--- src/hw/rtl/ssct_pkg.sv ---
`default_nettype none

package ssct_pkg;

    // default sizing
    localparam int STEPS_DEF      = 120;
    localparam int WINDOW_DEF     = 5;
    localparam int NUM_SERVOS_DEF = 3;

    localparam int PULSE_W  = 12;
    localparam int SERVO_W  = 2;
    localparam int SPEED_W  = 2;
    localparam int CUR_W    = 16;
    localparam int LIMIT_W  = 15;
    localparam int WAIT_W   = 7;
    localparam int IDX_W    = 7;
    localparam int STEPW_W  = 5;
    localparam int CFG_AW   = 3;
    localparam int CFG_DW   = 15;

    // servos that own configuration registers
    localparam int CFG_SERVOS = 3;

    // result queue depth
    localparam int OUT_DEPTH = 4;

    // register indexes
    localparam logic [CFG_AW-1:0] REG_OPEN_A   = 3'd0;
    localparam logic [CFG_AW-1:0] REG_CLOSED_A = 3'd3;
    localparam logic [CFG_AW-1:0] REG_LIMIT    = 3'd6;

    // register reset values
    localparam logic [PULSE_W-1:0] OPEN_A_RST   = 12'd930;
    localparam logic [PULSE_W-1:0] OPEN_B_RST   = 12'd1900;
    localparam logic [PULSE_W-1:0] OPEN_C_RST   = 12'd1940;
    localparam logic [PULSE_W-1:0] CLOSED_A_RST = 12'd2010;
    localparam logic [PULSE_W-1:0] CLOSED_B_RST = 12'd985;
    localparam logic [PULSE_W-1:0] CLOSED_C_RST = 12'd800;
    localparam logic [LIMIT_W-1:0] LIMIT_RST    = 15'd2400;

    // speed codes and step waits
    localparam logic [SPEED_W-1:0] SPEED_FAST   = 2'd1;
    localparam logic [SPEED_W-1:0] SPEED_FASTER = 2'd2;
    localparam logic [STEPW_W-1:0] WAIT_SLOW    = 5'd20;
    localparam logic [STEPW_W-1:0] WAIT_FAST    = 5'd5;
    localparam logic [STEPW_W-1:0] WAIT_FASTER  = 5'd2;
    localparam logic [WAIT_W-1:0]  SETTLE_MS    = 7'd100;

    typedef enum logic {
        FUNC_START = 1'b0,
        FUNC_STEP  = 1'b1
    } t_func;

    typedef enum logic [2:0] {
        ST_IGNORED  = 3'd0,
        ST_STARTED  = 3'd1,
        ST_STEPPING = 3'd2,
        ST_TRIPPED  = 3'd3,
        ST_FINISHED = 3'd4
    } t_status;

    typedef struct packed {
        logic                    last;
        logic [IDX_W-1:0]        step_index;
        logic [WAIT_W-1:0]       wait_ms;
        t_status                 status;
        logic                    drive_on;
        logic [PULSE_W-1:0]      pulse_us;
    } t_result;

    // words handed to the result queue in one cycle (count is 0, 1 or 2)
    typedef struct packed {
        logic [1:0] count;
        t_result    first;
        t_result    second;
    } t_push;

    function automatic logic [PULSE_W-1:0] open_reset(input int unsigned s);
        case (s)
            0:       return OPEN_A_RST;
            1:       return OPEN_B_RST;
            2:       return OPEN_C_RST;
            default: return '0;
        endcase
    endfunction

    function automatic logic [PULSE_W-1:0] closed_reset(input int unsigned s);
        case (s)
            0:       return CLOSED_A_RST;
            1:       return CLOSED_B_RST;
            2:       return CLOSED_C_RST;
            default: return '0;
        endcase
    endfunction

endpackage

`default_nettype wire

--- src/hw/rtl/ssct_rq.sv ---
`default_nettype none

// small result queue; takes up to two words a cycle, gives one
module ssct_rq (
    input  wire logic             i_clk,
    input  wire logic             i_rst_n,
    input  wire ssct_pkg::t_push  i_push,
    output logic                  o_room,
    output logic                  o_valid,
    input  wire logic             i_ready,
    output ssct_pkg::t_result     o_head
);

    localparam int DEPTH = ssct_pkg::OUT_DEPTH;
    localparam int PTR_W = $clog2(DEPTH);
    localparam int CNT_W = $clog2(DEPTH + 1);

    ssct_pkg::t_result r_mem [DEPTH];
    logic [PTR_W-1:0]  r_wp;
    logic [PTR_W-1:0]  r_rp;
    logic [CNT_W-1:0]  r_cnt;
    logic              w_pop;

    assign w_pop   = o_valid && i_ready;
    assign o_valid = (r_cnt != '0);
    assign o_room  = (r_cnt <= CNT_W'(DEPTH - 2));
    assign o_head  = r_mem[r_rp];

    always_ff @(posedge i_clk) begin
        if (i_push.count != 2'd0) begin
            r_mem[r_wp] <= i_push.first;
        end
        if (i_push.count == 2'd2) begin
            r_mem[r_wp + PTR_W'(1)] <= i_push.second;
        end
    end

    always_ff @(posedge i_clk) begin
        if (!i_rst_n) begin
            r_wp  <= '0;
            r_rp  <= '0;
            r_cnt <= '0;
        end else begin
            r_wp  <= r_wp + PTR_W'(i_push.count);
            r_rp  <= r_rp + PTR_W'(w_pop);
            r_cnt <= r_cnt + CNT_W'(i_push.count) - CNT_W'(w_pop);
        end
    end

endmodule

`default_nettype wire

--- src/hw/rtl/servo_sweep_current_trip_core.sv ---
`default_nettype none

// Current-guarded servo sweep.
// Slave stream: tuser is the item kind (start or step); a start word names the
// servo, direction, hold flag and speed, a step word carries a rail current
// sample in mA. Master stream: one or two result words per input word, tlast
// on the final one, tuser gives the result kind.
// Config port: one register per write, index per the register list, no read-back.
// Only to be written while no word is in flight.
// Throughput: one input word per cycle while the queue has room. Trip and
// final-step words give two results, so a long run of those is held to the
// master side's pace. An accepted word waits in the input register for room,
// is worked out into the result queue, and is offered from the queue head.
// The ramp keeps a running |delta|*i and divides it by the step count with one
// reciprocal multiply; that multiply is the longest path.
// Reset: sweep idle, widths and current limit back to their defaults, each
// servo's last width at its closed width, result queue empty.
// Stall: the queue holds four words; the input register hands its word on while
// at least two places are free, so tready drops only once more than two words
// wait in the queue.
module servo_sweep_current_trip_core #(
    parameter int STEPS      = ssct_pkg::STEPS_DEF,
    parameter int WINDOW     = ssct_pkg::WINDOW_DEF,
    parameter int NUM_SERVOS = ssct_pkg::NUM_SERVOS_DEF
) (
    input  wire logic        i_clk,
    input  wire logic        i_rst_n,
    // config write port
    input  wire logic        i_cfg_we,
    input  wire logic [2:0]  i_cfg_addr,
    input  wire logic [14:0] i_cfg_wdata,
    // input stream
    input  wire logic        s_axis_tvalid,
    output logic             s_axis_tready,
    // servo_sel[1:0], to_open[2], keep_driving[3], speed[5:4], current_ma[21:6], pad
    input  wire logic [23:0] s_axis_tdata,
    // func[0]
    input  wire logic [0:0]  s_axis_tuser,
    // result stream
    output logic             m_axis_tvalid,
    input  wire logic        m_axis_tready,
    // pulse_us[11:0], drive_on[12], wait_ms[19:13], step_index[26:20], pad
    output logic [31:0]      m_axis_tdata,
    // status[2:0]
    output logic [2:0]       m_axis_tuser,
    output logic             m_axis_tlast
);

    localparam int PW     = ssct_pkg::PULSE_W;
    localparam int SW     = $clog2(STEPS);
    localparam int ACC_W  = PW + SW;           // holds |delta| * (STEPS-1)
    localparam int DIV_SH = ACC_W + SW;
    localparam int M_W    = ACC_W + 2;
    localparam int PROD_W = ACC_W + M_W;
    // exact reciprocal for every acc below 2**ACC_W
    localparam logic [M_W-1:0] DIV_M =
        M_W'(((64'd1 << DIV_SH) + 64'(STEPS) - 64'd1) / 64'(STEPS));
    localparam int SUM_W  = ssct_pkg::CUR_W + $clog2(WINDOW);
    localparam int POS_W  = (WINDOW > 1) ? $clog2(WINDOW) : 1;

    typedef struct packed {
        ssct_pkg::t_func                   func;
        logic [ssct_pkg::SERVO_W-1:0]      servo_sel;
        logic                              to_open;
        logic                              keep_driving;
        logic [ssct_pkg::SPEED_W-1:0]      speed;
        logic signed [ssct_pkg::CUR_W-1:0] current_ma;
    } t_item;

    // configuration
    logic [PW-1:0]                    r_open   [NUM_SERVOS];
    logic [PW-1:0]                    r_closed [NUM_SERVOS];
    logic [ssct_pkg::LIMIT_W-1:0]     r_limit;

    // input register
    logic                             r_in_vld;
    t_item                            r_in;

    // sweep state
    logic [PW-1:0]                    r_last_w [NUM_SERVOS];
    logic                             r_sweeping;
    logic [SW-1:0]                    r_step;
    logic [ACC_W-1:0]                 r_acc;
    logic [PW-1:0]                    r_rstart;
    logic [PW-1:0]                    r_mag;
    logic                             r_neg;
    logic [ssct_pkg::SERVO_W-1:0]     r_active;
    logic                             r_hold;
    logic [ssct_pkg::STEPW_W-1:0]     r_wait;
    logic signed [ssct_pkg::CUR_W-1:0] r_win [WINDOW];
    logic signed [SUM_W-1:0]          r_sum;
    logic [POS_W-1:0]                 r_pos;

    // datapath
    logic                             w_fire;
    logic                             w_room;
    logic                             w_start_go;
    logic                             w_step_go;
    logic                             w_sel_ok;
    logic [PW-1:0]                    w_lw_sel;
    logic [PW-1:0]                    w_open_sel;
    logic [PW-1:0]                    w_closed_sel;
    logic [PW-1:0]                    w_end;
    logic                             w_neg;
    logic [PW-1:0]                    w_mag;
    logic [ssct_pkg::STEPW_W-1:0]     w_wait;
    logic signed [ssct_pkg::CUR_W-1:0] w_old;
    logic signed [SUM_W:0]            w_sum_new;
    logic [SUM_W-1:0]                 w_thr;
    logic                             w_trip;
    logic                             w_final;
    logic [PROD_W-1:0]                w_prod;
    logic [PW-1:0]                    w_q;
    logic [PW-1:0]                    w_pulse;
    logic [POS_W-1:0]                 n_pos;
    logic [ssct_pkg::IDX_W-1:0]       w_idx;
    ssct_pkg::t_push                  w_push;
    ssct_pkg::t_result                w_head;

    assign s_axis_tready = !r_in_vld || w_fire;
    assign w_fire        = r_in_vld && w_room;

    // ---- configuration registers ----
    always_ff @(posedge i_clk) begin
        if (!i_rst_n) begin
            for (int s = 0; s < NUM_SERVOS; s++) begin
                r_open[s]   <= ssct_pkg::open_reset(s);
                r_closed[s] <= ssct_pkg::closed_reset(s);
            end
            r_limit <= ssct_pkg::LIMIT_RST;
        end else if (i_cfg_we) begin
            for (int s = 0; s < NUM_SERVOS; s++) begin
                if (s < ssct_pkg::CFG_SERVOS &&
                    i_cfg_addr == ssct_pkg::REG_OPEN_A + 3'(s)) begin
                    r_open[s] <= i_cfg_wdata[PW-1:0];
                end
                if (s < ssct_pkg::CFG_SERVOS &&
                    i_cfg_addr == ssct_pkg::REG_CLOSED_A + 3'(s)) begin
                    r_closed[s] <= i_cfg_wdata[PW-1:0];
                end
            end
            if (i_cfg_addr == ssct_pkg::REG_LIMIT) begin
                r_limit <= i_cfg_wdata;
            end
        end
    end

    // ---- input register ----
    always_ff @(posedge i_clk) begin
        if (!i_rst_n) begin
            r_in_vld <= 1'b0;
        end else if (s_axis_tready) begin
            r_in_vld <= s_axis_tvalid;
        end
    end

    always_ff @(posedge i_clk) begin
        if (s_axis_tvalid && s_axis_tready) begin
            r_in.func         <= ssct_pkg::t_func'(s_axis_tuser[0]);
            r_in.servo_sel    <= s_axis_tdata[1:0];
            r_in.to_open      <= s_axis_tdata[2];
            r_in.keep_driving <= s_axis_tdata[3];
            r_in.speed        <= s_axis_tdata[5:4];
            r_in.current_ma   <= $signed(s_axis_tdata[21:6]);
        end
    end

    // ---- start decode ----
    always_comb begin
        w_lw_sel     = '0;
        w_open_sel   = '0;
        w_closed_sel = '0;
        for (int s = 0; s < NUM_SERVOS; s++) begin
            if (r_in.servo_sel == ssct_pkg::SERVO_W'(s)) begin
                w_lw_sel     = r_last_w[s];
                w_open_sel   = r_open[s];
                w_closed_sel = r_closed[s];
            end
        end
    end

    assign w_sel_ok   = ({1'b0, r_in.servo_sel} < 3'(NUM_SERVOS));
    assign w_start_go = (r_in.func == ssct_pkg::FUNC_START) && !r_sweeping && w_sel_ok;
    assign w_step_go  = (r_in.func == ssct_pkg::FUNC_STEP) && r_sweeping;
    assign w_end      = r_in.to_open ? w_open_sel : w_closed_sel;
    assign w_neg      = (w_end < w_lw_sel);
    assign w_mag      = w_neg ? (w_lw_sel - w_end) : (w_end - w_lw_sel);

    always_comb begin
        case (r_in.speed)
            ssct_pkg::SPEED_FAST:   w_wait = ssct_pkg::WAIT_FAST;
            ssct_pkg::SPEED_FASTER: w_wait = ssct_pkg::WAIT_FASTER;
            default:                w_wait = ssct_pkg::WAIT_SLOW;
        endcase
    end

    // ---- current window: running sum against WINDOW * limit ----
    assign w_old     = r_win[r_pos];
    assign w_sum_new = $signed({r_sum[SUM_W-1], r_sum}) - (SUM_W+1)'(w_old)
                     + (SUM_W+1)'(r_in.current_ma);
    assign w_thr     = SUM_W'(r_limit) * SUM_W'(WINDOW);
    assign w_trip    = (w_sum_new > $signed({1'b0, w_thr}));
    assign n_pos     = (r_pos == POS_W'(WINDOW - 1)) ? '0 : r_pos + POS_W'(1);

    // ---- ramp: |delta|*i / STEPS by reciprocal, sign applied after ----
    assign w_prod  = PROD_W'(r_acc) * PROD_W'(DIV_M);
    assign w_q     = w_prod[DIV_SH +: PW];
    assign w_pulse = r_neg ? (r_rstart - w_q) : (r_rstart + w_q);
    assign w_final = (r_step == SW'(STEPS - 1));
    assign w_idx   = ssct_pkg::IDX_W'(r_step);

    // ---- result words ----
    always_comb begin
        w_push        = '0;
        w_push.first.status = ssct_pkg::ST_IGNORED;
        w_push.first.last   = 1'b1;
        w_push.second.status = ssct_pkg::ST_FINISHED;
        w_push.second.wait_ms = ssct_pkg::SETTLE_MS;
        w_push.second.step_index = w_idx;
        w_push.second.last  = 1'b1;
        if (w_fire) begin
            w_push.count = 2'd1;
            if (w_start_go) begin
                w_push.first.status = ssct_pkg::ST_STARTED;
            end else if (w_step_go) begin
                w_push.first.step_index = w_idx;
                if (w_trip) begin
                    w_push.count        = 2'd2;
                    w_push.first.status = ssct_pkg::ST_TRIPPED;
                    w_push.first.last   = 1'b0;
                end else begin
                    w_push.first.status   = ssct_pkg::ST_STEPPING;
                    w_push.first.pulse_us = w_pulse;
                    w_push.first.drive_on = 1'b1;
                    w_push.first.wait_ms  = ssct_pkg::WAIT_W'(r_wait);
                    if (w_final) begin
                        w_push.count      = 2'd2;
                        w_push.first.last = 1'b0;
                        if (r_hold) begin
                            w_push.second.pulse_us = w_pulse;
                            w_push.second.drive_on = 1'b1;
                        end
                    end
                end
            end
        end
    end

    // ---- sweep state ----
    always_ff @(posedge i_clk) begin
        if (!i_rst_n) begin
            r_sweeping <= 1'b0;
            r_step     <= '0;
            r_acc      <= '0;
            r_rstart   <= '0;
            r_mag      <= '0;
            r_neg      <= 1'b0;
            r_active   <= '0;
            r_hold     <= 1'b0;
            r_wait     <= ssct_pkg::WAIT_SLOW;
            r_sum      <= '0;
            r_pos      <= '0;
            for (int s = 0; s < NUM_SERVOS; s++) begin
                r_last_w[s] <= ssct_pkg::closed_reset(s);
            end
        end else if (w_fire) begin
            if (w_start_go) begin
                r_sweeping <= 1'b1;
                r_step     <= '0;
                r_acc      <= '0;
                r_rstart   <= w_lw_sel;
                r_mag      <= w_mag;
                r_neg      <= w_neg;
                r_active   <= r_in.servo_sel;
                r_hold     <= r_in.keep_driving;
                r_wait     <= w_wait;
                r_sum      <= '0;
                r_pos      <= '0;
            end else if (w_step_go) begin
                r_sum <= w_sum_new[SUM_W-1:0];
                r_pos <= n_pos;
                if (w_trip) begin
                    r_sweeping <= 1'b0;
                end else begin
                    for (int s = 0; s < NUM_SERVOS; s++) begin
                        if (r_active == ssct_pkg::SERVO_W'(s)) begin
                            r_last_w[s] <= w_pulse;
                        end
                    end
                    r_step <= r_step + SW'(1);
                    r_acc  <= r_acc + ACC_W'(r_mag);
                    if (w_final) begin
                        r_sweeping <= 1'b0;
                    end
                end
            end
        end
    end

    // window samples: cleared on every accepted start
    always_ff @(posedge i_clk) begin
        if (w_fire && w_start_go) begin
            for (int k = 0; k < WINDOW; k++) begin
                r_win[k] <= '0;
            end
        end else if (w_fire && w_step_go) begin
            r_win[r_pos] <= r_in.current_ma;
        end
    end

    // ---- result queue ----
    ssct_rq u_rq (
        .i_clk   (i_clk),
        .i_rst_n (i_rst_n),
        .i_push  (w_push),
        .o_room  (w_room),
        .o_valid (m_axis_tvalid),
        .i_ready (m_axis_tready),
        .o_head  (w_head)
    );

    assign m_axis_tdata = {5'd0, w_head.step_index, w_head.wait_ms,
                           w_head.drive_on, w_head.pulse_us};
    assign m_axis_tuser = w_head.status;
    assign m_axis_tlast = w_head.last;

endmodule

`default_nettype wire

--- config.mk ---
export PLATFORM = sky130hd
export DESIGN_NAME = servo_sweep_current_trip_core
export DESIGN_NICKNAME = d
export VERILOG_FILES = /design/src/hw/rtl/ssct_pkg.sv /design/src/hw/rtl/ssct_rq.sv /design/src/hw/rtl/servo_sweep_current_trip_core.sv
export SDC_FILE = /design/constraint.sdc
export NUM_CORES = 1
export LEC_CHECK = 0
export ABC_CLOCK_PERIOD_IN_PS = 22600
export BUFFER_PORTS_ARGS = -buffer_cell sky130_fd_sc_hd__buf_2
export CAP_MARGIN = 20
export CORE_ASPECT_RATIO = 0.6
export CORE_MARGIN = 5
export CORE_UTILIZATION = 50
export CTS_BUF_LIST = sky130_fd_sc_hd__clkbuf_8
export CTS_CLUSTER_SIZE = 28
export DETAILED_ROUTE_END_ITERATION = 16
export HOLD_SLACK_MARGIN = 0.06
export PLACE_DENSITY_LB_ADDON = 0.3
export SYNTH_ARGS = -nofsm -noshare
export SYNTH_HDL_FRONTEND = slang
export SYNTH_HIERARCHICAL = 1
export SYNTH_SLANG_ARGS = --single-unit
--- constraint.sdc ---
create_clock -name i_clk -period 22.6 [get_ports i_clk]
set_input_delay 3.39 -clock i_clk [delete_from_list [all_inputs] [get_ports i_clk]]
set_output_delay 3.39 -clock i_clk [all_outputs]
set_load 0.01 [all_outputs]
==> reports/results.txt, run 1 <==
Final Wtd Congestion: 0.877
Die X: 324 microns
Routed Antenna Nets: 0
Synth Area in Adders: 0.137
Leak Pwr: 13.2 nW
VDD IR-drop max: 0.0391 mV
CP arrival: 9.60 ns
First-pass GRT wire length: 116000 microns
Unrepaired setup endpoints after global routing: false
Synthesized instance count: 2542
Drt drc: 0
Total grt overflow: 0
Die Ht: 199 microns
Area of the multi-input gates: 14800 sq um
Cell mode on critical path: o21ai_0
Most common cell in the synthesized netlist: edfxtp_1
Worst Skew: 0.0400 ns
CP endpoint kind: flop
Commonest cells in the synthesized netlist: edfxtp_1, inv_1, ha_1
Power Total: 2.29 mW
Yosys top cell by area: edfxtp_1
Post-synth EDFFs: 383
Fraction of layout cells with a size suffix above 1: 0.181
Main flop type after synthesis: edfxtp_1
CTS clk-pin slew, worst paths: 0.08 ns
Vias in the first global route: 20.3k
Crit Path Category: flop to flop
CTS tree: done
Compound-gate portion of the synthesized area: 0.0928
Fmax: 109 MHz
Clock Tree Buf Depth: 3
CP peak stage delay: 0.84 ns
Initial antenna violation count: 1
Worst slew pin tran: 1.12 ns
H-tree levels: 3
Core area: 59000 sq um
Yosys cell types: 98
Post-DP HPWL: 51600 microns
All-Layer GR Usage: 0.227
Die Footprint: 64400 sq um
Clock Latency Late Sink: 0.67 ns
Routed WL: 73800 microns
Mux cell area share after synthesis: 0.124
Area occupied by registers: 13600 sq um
Max Fanout on Critical Path: 8
Max-slew headroom: 0.249
Critical Path Sink: u_rq/r_mem[0][10]
Crit path from: r_acc[13]
Wire per inst: 20.9 microns
Via density per instance: 5.83
Warnings, synthesis: 6
Resized cells post-CTS: 0
I/O Buffers: 78
Setup bufs post-CTS: 0
Seq cells post-synth: 490
Dpl ws: 13.88 ns
Reg2reg start: r_acc[13]
Fillers: 4913
Area grow syn2layout: 10.0%
R2r worst-path depth: 29
Fin. max-slew vios: 0
Top-area cell type share of the netlist area: 0.388
Initial Utilization: 0.503
Tcrit/Tclk final: 0.407
Final min period: 9.19 ns
Startpoint Class: flop
Final Hold Vio Count: 0
Largest net degree at the start of global routing: 61
Num ports: 86
Rows: 69
Critical-path top delay cell: a311oi_1
Power density over cell area: 70.4 nW/um^2
Setup violators final: 0
Largest cells by area after synthesis: edfxtp_1, ha_1, dfxtp_1
Root buf cell: clkbuf_8
Max-Cap Viols: 0
Post-Synth Simple-Gate Area: 0.114
FFs w/ async S/R, synth: 0
Flop2flop setup slack: 13.41 ns
Min-Delay Path Class: flop to flop
CTS Sinks: 490
Vias post-DR: 20.6k
Post-Synth XOR/XNOR Area: 0.0204
Cts hold-fix bufs: 0
Pre-antenna DRT Iters: 5
Dominant combinational cell family by area after synthesis: adder cells
DRT iter0 DRCs: 1926
Mapped Area: 29600 sq um
Sequential share of the synthesized area: 0.460
Final setup margin: 13.41 ns
Post-Syn Area per Cell: 11.7 sq um
Status: finished, final reports clean
Worst R2R End: u_rq/r_mem[0][10]
Critical Path RT: 23.01 ns
Nets: 3020
N_diodes: 0
Setup TNS: 0 ns
Num CTS Buffers: 78
## logic make-up after synthesis
group / Yosys count
compound gates: 426
xor+xnor: 66
fa+ha+maj: 287
buf+inv: 358
flops: 490
mux: 260
other cells: 2
simple gates: 653
## registers in the layout (all words and copies together), names as in the netlist, 12 cells and up, named ones only
| signal | count |
|---|---|
| r_acc | 19 |
| r_in | 23 |
| r_last_w | 36 |
| r_closed | 36 |
| r_win | 128 |
| r_rstart | 12 |
| u_rq/r_mem | 124 |
| r_open | 36 |
| r_mag | 12 |
| r_sum | 19 |
| r_limit | 15 |
## per-stage QoR
stage	std cells	utilization	hold slack [ns]	cell area, sq um
4_1_cts	3526	0.553	0.460	32600
3_3_place_gp	3381	0.526	0.440	31000
2_1_floorplan	2605	-	0.432	29900
5_1_grt	3527	0.553	0.490	32600
6_report	3527	0.553	0.459	32600
3_5_place_dp	3385	0.527	0.451	31100
## cells in the final DEF, fill, tap and decap left out, drive strengths merged, types with 9 or more instances in the layout
cell type and n:
mux2i 53, mux4 63, xor2 25, xnor2 39, clkinv 32, nor2b 20
o21bai 9, buf 125, o211ai 18, a21oi 153, o21a 24, edfxtp 383
clkbuf 80, a21o 27, ha 223, nor4 55, inv 254, and2 59
dfxtp 107, a31oi 10, nand2b 32, or3 26, fa 64, nand2 162
nor3 58, nor2 118, and3 21, nand3 53, a211oi 27, o21ai 92
mux2 144, conb 65, nand4 12
## cell type report
type	instances	share of cell area
Multi-Input combinational cell	1757	0.455
Sequential cell	490	0.419
Clock buffer	80	0.0338
Tap cell	781	0.0300
Inverter	233	0.0268
Timing Repair Buffer	125	0.0239
Clock inverter	61	0.0119
## critical path, delay by kind of cell (launching register included)
| family | cells | cell delay [ns] |
|---|---|---|
| and+or+nand+nor | 6 | 1.34 |
| AOI/OAI and AO/OA | 11 | 2.60 |
| buffers and inverters | 2 | 0.11 |
| adders and majority gates | 8 | 3.29 |
| muxes | 1 | 0.34 |
| DFF | 1 | 0.53 |
| xor gates and xnor gates | 1 | 0.71 |
## where the power goes
group | internal (mW) | switching, mW | total, mW
combinational | 0.202 | 0.305 | 0.507
clock | 0.379 | 0.365 | 0.744
sequential | 1.02 | 0.0271 | 1.04
## worst min-delay path by stage
stage	from	end	slack, ns	cells after the start
final	r_wait[1]	r_wait[1]	0.46	2
after global routing	r_wait[1]	r_wait[1]	0.49	2
after CTS	r_wait[1]	r_wait[1]	0.46	2
after detailed placement	r_wait[1]	r_wait[1]	0.45	2
after global placement	r_wait[0]	r_wait[0]	0.44	2
after floorplan	r_wait[0]	r_wait[0]	0.43	2
## metal layers
metal	track usage	share of wire
met1	0.354	0.49
met3	0.0423	0.076
met5	0	0
met4	0.0468	0.014
met2	0.333	0.42
(Power assumes the default switching activity.)
==> inputs of run 2 (changes only) <==
--- a/config.mk
+++ b/config.mk
@@ -5,7 +5,8 @@
 export SDC_FILE = /design/constraint.sdc
 export NUM_CORES = 1
 export LEC_CHECK = 0
-export ABC_CLOCK_PERIOD_IN_PS = 22600
+export ABC_AREA = 1
+export ABC_CLOCK_PERIOD_IN_PS = 8800
 export BUFFER_PORTS_ARGS = -buffer_cell sky130_fd_sc_hd__buf_2
 export CAP_MARGIN = 20
 export CORE_ASPECT_RATIO = 0.6
==> constraint.sdc (replaced) <==
create_clock -name i_clk -period 8.8 [get_ports i_clk]
set_input_delay 1.32 -clock i_clk [delete_from_list [all_inputs] [get_ports i_clk]]
set_output_delay 1.32 -clock i_clk [all_outputs]
set_load 0.01 [all_outputs]
==> reports/results.txt, run 2 <==
Status: finished, final reports clean
Cts hold-fix bufs: 0
Hold_ws: 0.470 ns
Min-Delay Path Class: flop to flop
Fmax: 133 MHz
Max FFs per register: 128
Drt drc: 0
Num CTS Buffers: 78
Pre-antenna DRT Iters: 5
Area grow syn2layout: 8.89%
Rows: 70
Tcrit/Tclk final: 0.854
Worst slew pin tran: 0.977 ns
Final setup margin: 1.28 ns
Clock Latency Late Sink: 0.68 ns
Switching part of the total: 0.337
I/O Buffers: 78
Biggest registers after layout: r_win (128), u_rq/r_mem (124)
FFs w/ async S/R, synth: 0
Warnings, synthesis: 6
Worst Skew: 0.0548 ns
Final min period: 7.52 ns
VDD IR-drop max: 0.0948 mV
CTS clk-pin slew, worst paths: 0.07 ns
H-tree levels: 3
CP arrival: 7.90 ns
Yosys cell types: 57
All-Layer GR Usage: 0.230
First-pass GRT wire length: 122000 microns
Clock Power Share: 0.311
Core area: 60800 sq um
Critical-path top delay cell: dfxtp_1
Initial antenna violation count: 0
Synthesized instance count: 3514
Setup violators final: 0
WP buf/inv: 6
Resized cells post-CTS: 0
Unrepaired setup endpoints after global routing: false
Mapped Area: 30700 sq um
Critical Path RT: 9.18 ns
Seq cells post-synth: 490
Vias in the first global route: 21.9k
Die X: 330 microns
Family with the most delay on the worst path: adder cells
Post-DP HPWL: 55600 microns
CTS tree: done
Fin area: 33400 sq um
Most frequent cells in the layout: nand2_1, inv_1, nor2_1
Max-slew headroom: 0.347
Cell mode on critical path: nand2_1
Comb power frac: 0.263
CP peak stage delay: 0.54 ns
Placed Area: 31800 sq um
Total grt overflow: 0
Max-Cap Viols: 0
CP endpoint kind: flop
Startpoint Class: flop
Top-area cell type share of the netlist area: 0.375
Most common cell in the synthesized netlist: nand2_1
Fraction of layout cells with a size suffix above 1: 0.107
N_diodes: 0
Post-Syn Area per Cell: 8.73 sq um
Fin. max-slew vios: 0
Main flop type after synthesis: edfxtp_1
DRT iter0 DRCs: 2701
Max Fanout on Critical Path: 8
Nets: 3939
Largest cells by area after synthesis: edfxtp_1, nand2_1, ha_1
Wire per inst: 17.2 microns
Setup bufs post-CTS: 0
Final Hold Vio Count: 0
Post-synth EDFFs: 383
Die Footprint: 66600 sq um
Most flop-heavy register: r_win
Via density per instance: 5.31
Commonest non-fill, non-tap cell in the layout: nand2_1
Dpl ws: 1.36 ns
Routed Antenna Nets: 0
Crit Path Category: flop to flop
Final Wtd Congestion: 0.940
Int Power: 4.19 mW
CTS Sinks: 490
Clock Tree Buf Depth: 3
Leak Pwr: 14.8 nW
Root buf cell: clkbuf_8
Num ports: 86
Sw Pwr: 2.13 mW
Sequential share of the synthesized area: 0.445
Vias post-DR: 23.8k
Routed WL: 77100 microns
Core Util, Final: 0.549
Setup TNS: 0 ns
Die Ht: 202 microns
Largest net degree at the start of global routing: 66
Initial Utilization: 0.505
Power density over cell area: 189 nW/um^2
Commonest cells in the synthesized netlist: nand2_1, inv_1, nor2_1
Yosys top cell by area: edfxtp_1
Sequential fraction of design power: 0.427
==> run 2: changes by cell type in the layout (fill, tap and decap cells not counted), sizes merged, moves of 32 or more <==
cell,previous run,this run
nand2,162,765
nor2,118,463
inv,254,505
o21ai,92,324
mux2,144,0
mux4,63,0
nand3,53,113
and2,59,4
o22ai,1,55
mux2i,53,0
nor4,55,3
conb,65,32
nand2b,32,0
==> run 2: layout make-up <==
type	count	area (sq um)
clock inverters	54	364
inverters	473	1780
repair buffers	109	643
fillers	5492	27400
clock buffers	86	1180
multi-input cells	2452	14700
well taps	828	1040
flip-flops and latches	490	13600
==> run 2: per-layer routing <==
layer  global-route usage  share of wire  wire [microns]  up-vias
met5                    0              0               0        -
met3               0.0616          0.099            7650       71
li1                     -              -               -    11800
met4               0.0449          0.013            1000        0
met1                0.382           0.51           39600    11100
met2                0.293           0.37           28900      834
==> run 2: per-stage QoR <==
stage	total power, mW	cells
after floorplan	3.86	3544
after global placement	4.35	4350
after detailed placement	4.38	4351
after CTS	6.33	4491
after global routing	6.66	4492
final	6.32	4492
==> run 2: path summary, 6_finish.rpt <==
check            start           endpoint  slack (ns)  depth (start not counted)
max          r_acc[15]  u_rq/r_mem[3][10]        1.28                         35
min           r_sum[4]           r_sum[4]        0.47                          2
max reg2reg  r_acc[15]  u_rq/r_mem[3][10]        1.28                         35
min reg2reg   r_sum[4]           r_sum[4]        0.47                          2
==> run 2: worst min-delay path, stage by stage, from the launching register on <==
cell     delay (ns)
dfxtp_1        0.31
nand2_1        0.06
a21oi_1        0.06
==> run 2: cell families (layout without fill, tap and decap cells) <==
logic type | Yosys count | after routing | share of synthesized area
and+or+nand+nor | 1415 | 1415 | 0.188
xor gates and xnor gates | 76 | 76 | 0.0217
buffers and inverters | 602 | 722 | 0.0818
other | 2 | 32 | 0.000245
adders and majority gates | 287 | 287 | 0.133
DFF | 490 | 490 | 0.445
AOI/OAI and AO/OA | 642 | 642 | 0.131
==> run 2: power by group through the flow <==
stage / registers (mW) / clock network, mW / logic (mW)
floorplan: 2.71 / 0 / 1.14
global placement: 2.74 / 0 / 1.61
detailed placement: 2.74 / 0 / 1.63
CTS: 2.70 / 1.99 / 1.64
global route: 2.71 / 2.10 / 1.85
finish: 2.70 / 1.96 / 1.66
